===== config.mk =====
export PLATFORM = sky130hd
export DESIGN_NAME = spi_register_access_master_core
export DESIGN_NICKNAME = d
export VERILOG_FILES = /design/src/rtl/spirm_pkg.sv /design/src/rtl/spi_register_access_master_core.sv
export SDC_FILE = /design/constraint.sdc
export NUM_CORES = 1
export LEC_CHECK = 0
export ABC_CLOCK_PERIOD_IN_PS = 4600
export BUFFER_PORTS_ARGS = -buffer_cell sky130_fd_sc_hd__buf_2
export CELL_PAD_IN_SITES_DETAIL_PLACEMENT = 1
export CELL_PAD_IN_SITES_GLOBAL_PLACEMENT = 1
export CORE_MARGIN = 2
export CORE_UTILIZATION = 35
export DETAILED_ROUTE_END_ITERATION = 10
export PLACE_DENSITY = 0.72
export SKIP_CTS_REPAIR_TIMING = 1
export SLEW_MARGIN = 20
export SYNTH_ARGS = -nofsm -noshare
export SYNTH_HDL_FRONTEND = slang
export SYNTH_SLANG_ARGS = --single-unit
export TNS_END_PERCENT = 30

===== constraint.sdc =====
create_clock -name clk -period 4.6 [get_ports clk]
set_input_delay 0 -clock clk [delete_from_list [all_inputs] [get_ports clk]]
set_output_delay 0 -clock clk [all_outputs]
set_load 0.02 [all_outputs]

===== src/rtl/spirm_pkg.sv =====
// Package for the SPI mode 3 register burst master.
// Holds operation, status and register index codes plus framing constants.
// No dependencies; used by spi_register_access_master_core.
package spirm_pkg;

    localparam int OP_W = 2;
    localparam int CFG_INDEX_W = 2;
    localparam int CFG_DATA_W = 16;
    localparam int TICK_W = 16;
    localparam int BYTE_W = 8;
    localparam int ADDR_W = 6;
    localparam int STATUS_W = 2;

    localparam logic [OP_W-1:0] OP_TICK   = 2'd0;
    localparam logic [OP_W-1:0] OP_START  = 2'd1;
    localparam logic [OP_W-1:0] OP_SUPPLY = 2'd2;

    localparam logic [STATUS_W-1:0] STATUS_OK     = 2'd0;
    localparam logic [STATUS_W-1:0] STATUS_CLOSED = 2'd1;
    localparam logic [STATUS_W-1:0] STATUS_BUSY   = 2'd2;

    localparam logic [CFG_INDEX_W-1:0] REG_BUS_OPEN    = 2'd0;
    localparam logic [CFG_INDEX_W-1:0] REG_PHASE_TICKS = 2'd1;

    // Bit phases: clock low, data driven, clock high, sample and hold.
    localparam logic [1:0] PH_LOW    = 2'd0;
    localparam logic [1:0] PH_DRIVE  = 2'd1;
    localparam logic [1:0] PH_HIGH   = 2'd2;
    localparam logic [1:0] PH_SAMPLE = 2'd3;

    localparam logic [BYTE_W-1:0] ADDR_MASK = 8'h7E;
    localparam logic [BYTE_W-1:0] READ_FLAG = 8'h80;

endpackage


===== src/rtl/spi_register_access_master_core.sv =====
// SPI mode 3 register burst master, one step per accepted input word.
// Depends on spirm_pkg for codes and constants.
//
//  channel | direction | handshake            | words
//  in      | in        | in_valid / in_ready  | operation, miso_level, reg_address,
//          |           |                      | is_read, burst_length, tx_byte
//  out     | out       | out_valid / out_ready| sck, mosi, cs_n, rx_valid, rx_byte,
//          |           |                      | want_byte, done_res, status, busy_res
//  cfg     | in        | cfg_valid / cfg_ready| cfg_index, cfg_data
//
// Each input word's step is computed from the bus state and lands in the result
// register at the accepting edge, so a word can enter each cycle unless stalled.
// Input stalls while the result word is not taken or a configuration write is offered.
// Reset closes the bus, sets phase_ticks to one and clears all transfer state.
// A configuration write takes priority over an input word in the same cycle.
module spi_register_access_master_core
(
    input  logic                                clk,
    input  logic                                rst_n,

    input  logic                                in_valid,
    output logic                                in_ready,
    input  logic [spirm_pkg::OP_W-1:0]          operation,
    input  logic                                miso_level,
    input  logic [spirm_pkg::ADDR_W-1:0]        reg_address,
    input  logic                                is_read,
    input  logic [spirm_pkg::BYTE_W-1:0]        burst_length,
    input  logic [spirm_pkg::BYTE_W-1:0]        tx_byte,

    output logic                                out_valid,
    input  logic                                out_ready,
    output logic                                sck,
    output logic                                mosi,
    output logic                                cs_n,
    output logic                                rx_valid,
    output logic [spirm_pkg::BYTE_W-1:0]        rx_byte,
    output logic                                want_byte,
    output logic                                done_res,
    output logic [spirm_pkg::STATUS_W-1:0]      status,
    output logic                                busy_res,

    input  logic                                cfg_valid,
    output logic                                cfg_ready,
    input  logic [spirm_pkg::CFG_INDEX_W-1:0]   cfg_index,
    input  logic [spirm_pkg::CFG_DATA_W-1:0]    cfg_data
);

    // Configuration and bus state
    logic                               bus_open_reg;
    logic [spirm_pkg::TICK_W-1:0]       phase_ticks_reg;
    logic                               active_reg,       active_next;
    logic                               read_mode_reg,    read_mode_next;
    logic [spirm_pkg::BYTE_W-1:0]       tx_shift_reg,     tx_shift_next;
    logic [spirm_pkg::BYTE_W-1:0]       rx_shift_reg,     rx_shift_next;
    logic [2:0]                         bit_count_reg,    bit_count_next;
    logic [1:0]                         bit_phase_reg,    bit_phase_next;
    logic [spirm_pkg::TICK_W-1:0]       tick_count_reg,   tick_count_next;
    logic [spirm_pkg::BYTE_W-1:0]       bytes_left_reg,   bytes_left_next;
    logic                               sending_addr_reg, sending_addr_next;
    logic                               waiting_reg,      waiting_next;
    logic                               mosi_level_reg,   mosi_level_next;

    // Result register
    logic                               out_valid_reg;
    logic                               sck_reg,       sck_next;
    logic                               mosi_reg,      mosi_next;
    logic                               cs_n_reg,      cs_n_next;
    logic                               rx_valid_reg,  rx_valid_next;
    logic [spirm_pkg::BYTE_W-1:0]       rx_byte_reg,   rx_byte_next;
    logic                               want_byte_reg, want_byte_next;
    logic                               done_reg,      done_next;
    logic [spirm_pkg::STATUS_W-1:0]     status_reg,    status_next;
    logic                               busy_reg;

    logic                               cfg_write;
    logic                               in_accept;
    logic [spirm_pkg::TICK_W:0]         tick_limit;
    logic [spirm_pkg::TICK_W:0]         tick_inc;
    logic [2:0]                         bit_count_inc;
    logic [spirm_pkg::BYTE_W-1:0]       bytes_dec;
    logic [spirm_pkg::BYTE_W-1:0]       framed;

    assign cfg_ready = 1'b1;
    assign cfg_write = cfg_valid;
    assign in_ready  = (!out_valid_reg || out_ready) && !cfg_valid;
    assign in_accept = in_valid && in_ready;

    // A zero phase length behaves as one tick.
    assign tick_limit    = (phase_ticks_reg == '0) ? {{spirm_pkg::TICK_W{1'b0}}, 1'b1}
                                                   : {1'b0, phase_ticks_reg};
    assign tick_inc      = {1'b0, tick_count_reg} + {{spirm_pkg::TICK_W{1'b0}}, 1'b1};
    assign bit_count_inc = bit_count_reg + 3'd1;
    assign bytes_dec     = bytes_left_reg - 8'd1;
    assign framed        = ({reg_address, 2'b00} >> 1 & spirm_pkg::ADDR_MASK)
                           | (is_read ? spirm_pkg::READ_FLAG : '0);

    always_comb
    begin
        active_next       = active_reg;
        read_mode_next    = read_mode_reg;
        tx_shift_next     = tx_shift_reg;
        rx_shift_next     = rx_shift_reg;
        bit_count_next    = bit_count_reg;
        bit_phase_next    = bit_phase_reg;
        tick_count_next   = tick_count_reg;
        bytes_left_next   = bytes_left_reg;
        sending_addr_next = sending_addr_reg;
        waiting_next      = waiting_reg;
        mosi_level_next   = mosi_level_reg;
        rx_valid_next     = 1'b0;
        rx_byte_next      = '0;
        done_next         = 1'b0;
        status_next       = spirm_pkg::STATUS_OK;

        unique case (operation)
            spirm_pkg::OP_TICK:
            begin
                if (bus_open_reg && active_reg && !waiting_reg)
                begin
                    if (tick_inc < tick_limit)
                    begin
                        tick_count_next = tick_inc[spirm_pkg::TICK_W-1:0];
                    end
                    else
                    begin
                        tick_count_next = '0;
                        unique case (bit_phase_reg)
                            spirm_pkg::PH_LOW:
                            begin
                                bit_phase_next  = spirm_pkg::PH_DRIVE;
                                mosi_level_next = tx_shift_reg[spirm_pkg::BYTE_W-1];
                                tx_shift_next   = {tx_shift_reg[spirm_pkg::BYTE_W-2:0], 1'b0};
                            end
                            spirm_pkg::PH_DRIVE:
                            begin
                                bit_phase_next = spirm_pkg::PH_HIGH;
                            end
                            spirm_pkg::PH_HIGH:
                            begin
                                bit_phase_next = spirm_pkg::PH_SAMPLE;
                                rx_shift_next  = {rx_shift_reg[spirm_pkg::BYTE_W-2:0], miso_level};
                            end
                            default:
                            begin
                                bit_phase_next = spirm_pkg::PH_LOW;
                                bit_count_next = bit_count_inc;
                                if (bit_count_inc == 3'd0)
                                begin
                                    // Byte boundary: the address byte does not count.
                                    logic [spirm_pkg::BYTE_W-1:0] left;
                                    left = bytes_left_reg;
                                    if (sending_addr_reg)
                                    begin
                                        sending_addr_next = 1'b0;
                                    end
                                    else
                                    begin
                                        if (read_mode_reg)
                                        begin
                                            rx_valid_next = 1'b1;
                                            rx_byte_next  = rx_shift_reg;
                                        end
                                        left = bytes_dec;
                                    end
                                    bytes_left_next = left;
                                    if (left == '0)
                                    begin
                                        active_next = 1'b0;
                                        done_next   = 1'b1;
                                    end
                                    else if (read_mode_reg)
                                    begin
                                        tx_shift_next  = '0;
                                        bit_count_next = '0;
                                        bit_phase_next = spirm_pkg::PH_LOW;
                                        waiting_next   = 1'b0;
                                    end
                                    else
                                    begin
                                        // Hold the clock high until the next byte arrives.
                                        waiting_next   = 1'b1;
                                        bit_phase_next = spirm_pkg::PH_SAMPLE;
                                    end
                                end
                            end
                        endcase
                    end
                end
            end
            spirm_pkg::OP_START:
            begin
                if (!bus_open_reg)
                begin
                    status_next = spirm_pkg::STATUS_CLOSED;
                end
                else if (active_reg)
                begin
                    status_next = spirm_pkg::STATUS_BUSY;
                end
                else
                begin
                    active_next       = 1'b1;
                    read_mode_next    = is_read;
                    bytes_left_next   = burst_length;
                    sending_addr_next = 1'b1;
                    rx_shift_next     = '0;
                    tx_shift_next     = framed;
                    bit_count_next    = '0;
                    bit_phase_next    = spirm_pkg::PH_LOW;
                    tick_count_next   = '0;
                    waiting_next      = 1'b0;
                end
            end
            spirm_pkg::OP_SUPPLY:
            begin
                if (bus_open_reg && active_reg && waiting_reg)
                begin
                    tx_shift_next   = tx_byte;
                    bit_count_next  = '0;
                    bit_phase_next  = spirm_pkg::PH_LOW;
                    tick_count_next = '0;
                    waiting_next    = 1'b0;
                end
            end
            default:
            begin
            end
        endcase

        if (!bus_open_reg)
        begin
            sck_next  = 1'b0;
            mosi_next = 1'b0;
            cs_n_next = 1'b0;
        end
        else
        begin
            cs_n_next = !active_next;
            sck_next  = !(active_next && !waiting_next && !bit_phase_next[1]);
            mosi_next = mosi_level_next;
        end
        want_byte_next = bus_open_reg && active_next && waiting_next;
    end

    always_ff @(posedge clk or negedge rst_n)
    begin
        if (!rst_n)
        begin
            bus_open_reg     <= 1'b0;
            phase_ticks_reg  <= {{(spirm_pkg::TICK_W-1){1'b0}}, 1'b1};
            active_reg       <= 1'b0;
            read_mode_reg    <= 1'b0;
            tx_shift_reg     <= '0;
            rx_shift_reg     <= '0;
            bit_count_reg    <= '0;
            bit_phase_reg    <= spirm_pkg::PH_LOW;
            tick_count_reg   <= '0;
            bytes_left_reg   <= '0;
            sending_addr_reg <= 1'b0;
            waiting_reg      <= 1'b0;
            mosi_level_reg   <= 1'b0;
        end
        else if (cfg_write)
        begin
            if (cfg_index == spirm_pkg::REG_BUS_OPEN)
            begin
                // Opening or closing aborts any transfer silently.
                bus_open_reg     <= cfg_data[0];
                mosi_level_reg   <= cfg_data[0];
                active_reg       <= 1'b0;
                waiting_reg      <= 1'b0;
                sending_addr_reg <= 1'b0;
                bit_phase_reg    <= spirm_pkg::PH_LOW;
                bit_count_reg    <= '0;
                tick_count_reg   <= '0;
            end
            else if (cfg_index == spirm_pkg::REG_PHASE_TICKS)
            begin
                phase_ticks_reg <= cfg_data;
            end
        end
        else if (in_accept)
        begin
            active_reg       <= active_next;
            read_mode_reg    <= read_mode_next;
            tx_shift_reg     <= tx_shift_next;
            rx_shift_reg     <= rx_shift_next;
            bit_count_reg    <= bit_count_next;
            bit_phase_reg    <= bit_phase_next;
            tick_count_reg   <= tick_count_next;
            bytes_left_reg   <= bytes_left_next;
            sending_addr_reg <= sending_addr_next;
            waiting_reg      <= waiting_next;
            mosi_level_reg   <= mosi_level_next;
        end
    end

    always_ff @(posedge clk or negedge rst_n)
    begin
        if (!rst_n)
        begin
            out_valid_reg <= 1'b0;
        end
        else if (in_accept)
        begin
            out_valid_reg <= 1'b1;
        end
        else if (out_ready)
        begin
            out_valid_reg <= 1'b0;
        end
    end

    always_ff @(posedge clk)
    begin
        if (in_accept)
        begin
            sck_reg       <= sck_next;
            mosi_reg      <= mosi_next;
            cs_n_reg      <= cs_n_next;
            rx_valid_reg  <= rx_valid_next;
            rx_byte_reg   <= rx_byte_next;
            want_byte_reg <= want_byte_next;
            done_reg      <= done_next;
            status_reg    <= status_next;
            busy_reg      <= active_next;
        end
    end

    assign out_valid = out_valid_reg;
    assign sck       = sck_reg;
    assign mosi      = mosi_reg;
    assign cs_n      = cs_n_reg;
    assign rx_valid  = rx_valid_reg;
    assign rx_byte   = rx_byte_reg;
    assign want_byte = want_byte_reg;
    assign done_res  = done_reg;
    assign status    = status_reg;
    assign busy_res  = busy_reg;

    // A word waiting for a write byte only exists inside a transfer.
    assert property (@(posedge clk) disable iff (!rst_n)
        waiting_reg |-> active_reg)
        else $error("waiting for a byte outside a transfer");

    assert property (@(posedge clk) disable iff (!rst_n)
        out_valid_reg && want_byte_reg |-> busy_res)
        else $error("byte requested while no transfer runs");

    assert property (@(posedge clk) disable iff (!rst_n)
        out_valid_reg && done_reg |-> !busy_res && !want_byte_reg)
        else $error("select released while transfer still busy");

    assert property (@(posedge clk) disable iff (!rst_n)
        out_valid_reg && status_reg != spirm_pkg::STATUS_OK |-> !done_reg && !rx_valid_reg)
        else $error("refused start reported bus activity");

endmodule


==> out/qor_table.md <==
| Metric | Reported |
| --- | --- |
| Status | finished clean |
| Share of the clock period used by the worst path | 95.3% |
| Detailed-route via count | 4084 |
| DR DRC count | 0 |
| Worst EP arrival | 4.61 ns |
| Cell Pwr Density | 331 nW/um^2 |
| Global Route Usage Sum | 17.9% |
| Cell-by-cell trace of the critical path | ha_1 > nand3_2 > or4_1 > nor2_1 > xor2_1 > ha_1 > nand3_1 > nor2_1 > o221ai_1 > a31oi_2 > or3b_4 > a21oi_4 > mux2_2 |
| Portion of total power attributed to sequential cells | 47.0% |
| Number of global-route vias before repair | 4160 |
| Most frequently used cell type in the post-synthesis netlist | sky130_fd_sc_hd__dfrtp_1 |
| Fraction of power spent switching nets | 28.6% |
| CTS HTree Levels | 3 |
| Proportion of synthesized area in mux cells | 6.73% |
| R2r setup slk | 0.22 ns |
| Number of maximum-capacitance constraint violations | 0 |
| Number of standard cells after synthesis | 489 |
| Clock network fraction of design power | 34.7% |
| Root buffer cell | sky130_fd_sc_hd__clkbuf_16 |
| Switching power of the nets | 0.000565 W |
| Number of violations reported at the end of detailed-routing iteration 0 | 158 |
| Worst Max-Slew Pin Slew | 0.821 ns |
| Area share of the largest cell type after synthesis | 33.9% |
| Source of the worst register-to-register timing path | tick_count_reg[0] |
| Min cycle time layout | 4.38 ns |
| Most instantiated cells after synthesis | sky130_fd_sc_hd__dfrtp_1 (67), sky130_fd_sc_hd__nand2_1 (36), sky130_fd_sc_hd__inv_1 (33) |
| Number of antenna violations at the first check in global routing | 0 |
| Synth-to-Final Area Change | 20.7% |
| Pin count of the biggest net entering global routing | 54 |
| Most common flop cell mapped by yosys | sky130_fd_sc_hd__dfrtp_1 |
| Ys async rst share | 80.0% |
| Post-Syn Nets | 565 |
| Cell with the largest stage delay on the worst path | sky130_fd_sc_hd__or4_1 |
| Total core area | 13800 sq um |
| Yosys warning total | 0 |
| Remaining max-slew budget at the tightest pin | 45.1% |
| Die width | 123 um |
| Min-Delay Path Class | in2reg |
| Total global routing overflow | 0 |
| Launch point of the critical path | tick_count_reg[0] |
| First-pass GRT wire length | 20900 um |
| Core Rows | 43 |
| Simple-gate area share of the yosys netlist | 17.6% |
| Pre-Repair DR Iteration Count | 4 |
| Post-synthesis area per instance | 10.1 sq um |
| Total I/O pin count | 69 |
| Combinational fraction of design power | 18.3% |
| Maximum buffer depth of the clock tree | 2 |
| Cell taking the most area after synthesis | sky130_fd_sc_hd__dfrtp_1 |
| Reg-to-reg endpoint | tx_shift_reg[3] |
| Final-layout setup total negative slack | 0 ns |
| Number of synthesized flops with an enable pin | 17 |
| Dpl cells | 721 |
| Synth area leaders | sky130_fd_sc_hd__dfrtp_1 (34%), sky130_fd_sc_hd__edfxtp_1 (10%), sky130_fd_sc_hd__ha_1 (6.8%) |
| Worst hold-check slack | 0.0282 ns |
| Startpoint types | register |
| Starting utilization of the core area | 35.7% |
| Final Setup Violations | 0 |
| Crit path depth | 13 |
| Static Leakage | 2.66 nW |
| Detail Route Antenna Nets | 0 |
| CP delay by family, top | simple AND/OR/NAND/NOR gates |
| Skew-Pair Late Insertion Delay | 0.35 ns |
| IR drop worst, VDD | 0.294 mV |
| Ant. Diodes | 0 |
| Buffers plus inverters on the worst setup path | 0 |
| CP endpoint | tx_shift_reg[3] |
| Maximum frequency from static timing analysis | 228 MHz |
| Area of the die | 15100 sq um |
| Adder-cell area share of the yosys netlist | 6.84% |
| Data required time at the worst endpoint | 4.83 ns |
| Clock skew | 0.00600 ns |
| Non-filler cells, final | 760 |
| Critical path fanouts, max | 9 |
| Mapped cell area | 4940 sq um |
| Clock-pin slew reported for the worst setup and hold paths after clock tree synthesis | 0.06 ns |
| Critical Path Sink Type | register |
| Combinational family with the most area after synthesis | simple AND/OR/NAND/NOR gates |
| Number of hold-slack violations in the final timing report | 0 |
| Avg WL per Cell | 17.2 um |
| Number of port buffers | 67 |
| Total wirelength of the detailed-routed design | 13000 um |
| Start-to-end type of the worst setup path | reg2reg |
| Worst Reg2Reg Path Length in Cells | 13 |
| Detailed-route vias per instance | 5.37 |
| Setup repair after global routing missed its margin | yes |
| Post-synthesis sequential area ratio | 44.8% |
| Post-synthesis compound-gate area fraction | 16.4% |
| Final Wtd Congestion | 0.843 |
| Yosys cell types | 68 |
| Core utilization of the finished layout | 43.1% |
| Synthesis-stage register bit count | 85 |
| CTS sink cnt | 85 |
| Xor/xnor share of the synthesized area | 3.01% |
| TritonCTS buffer count | 9 |
| Floorplan die height | 123 um |
| Final HPWL from detailed placement | 9260 um |
| Power Internal | 0.00141 W |
| Fraction of final layout cells with drive strength greater than 1 | 22.8% |
| Final-stage net count | 651 |
| Slowest stage delay, CP | 0.61 ns |
| Clock tree from TritonCTS | built |
| Fin. max-slew vios | 0 |
-- cell usage in the layout (no fill, tap or decap), drive strengths merged, types with 5 or more instances in the layout --
master,netlist,layout
dfrtp,67,67
a211o,7,7
and3,5,5
o21ai,31,31
xor2,9,9
nand2,36,36
o31ai,6,6
a22o,26,26
nand3,21,21
clkbuf,15,11
or3,6,6
nor4,12,12
inv,34,35
nor2b,6,6
edfxtp,17,17
ha,27,27
nand4,6,6
mux2,26,26
buf,7,74
dlygate4sd3,0,23
nor2,26,26
nor3,14,14
xnor2,8,8
and2,10,10
a21oi,15,15
-- per-stage QoR --
| step | total power [W] | worst slack, ns | instance area (sq um) |
|---|---|---|---|
| 3_3_place_gp | 0.00126 | 0.484 | 5460 |
| 3_5_place_dp | 0.00128 | 0.274 | 5460 |
| 5_1_grt | 0.00208 | -0.0801 | 5970 |
| 2_1_floorplan | 0.00116 | 0.774 | 4940 |
| 4_1_cts | 0.00198 | 0.238 | 5740 |
| 6_report | 0.00197 | 0.218 | 5970 |
-- tightest hold or removal path, delay by kind of cell --
family / cells / cell delay [ns]
buffers and inverters: 1 / 0.08
AO/OA/AOI/OAI: 2 / 0.22
AND/OR/NAND/NOR: 1 / 0.04
-- worst min path at each step --
stage                    start                 end  slack (ns)  cells past startpoint
2_1_floorplan            rst_n          active_reg       -0.30                      0
3_3_place_gp             rst_n  phase_ticks_reg[1]       -0.06                      1
3_5_place_dp             rst_n  phase_ticks_reg[7]       -0.05                      1
4_1_cts                  rst_n   tick_count_reg[6]       -0.43                      1
5_1_grt        burst_length[6]   bytes_left_reg[6]        0.06                      4
6_report       burst_length[2]   bytes_left_reg[2]        0.03                      4
-- power by group through the flow --
stage          Combinational [W]  Sequential [W]  Clock (W)
2_1_floorplan           0.000238        0.000922          0
3_3_place_gp            0.000325        0.000932          0
5_1_grt                 0.000406        0.000942   0.000735
4_1_cts                 0.000348        0.000928   0.000705
3_5_place_dp            0.000345        0.000940          0
6_report                0.000361        0.000928   0.000685
-- per-layer routing --
| metal | global-route usage (%) | routed length (um) |
|---|---|---|
| met1 | 23.3 | 5960 |
| met3 | 3.62 | 407 |
| met5 | 0 | 0 |
| met4 | 6.03 | 200 |
| met2 | 29.7 | 6480 |
-- final cells by class --
| class | instances | area [sq um] |
|---|---|---|
| well taps | 180 | 225 |
| clock buffers | 11 | 243 |
| multi-input cells | 348 | 2500 |
| repair buffers | 97 | 618 |
| inverters | 34 | 128 |
| flip-flops and latches | 85 | 2210 |
| clock inverters | 5 | 35.0 |
| fillers | 1562 | 7860 |
-- cell families (layout without fill, tap and decap cells) --
family,count (synthesis),in the layout
mux,30,30
other cells,1,1
buf+inv,56,147
xor+xnor,17,17
compound gates,113,113
simple gates,160,160
fa+ha+maj,27,27
flops,85,85
Note: power is estimated with default switching activity, not from simulation.
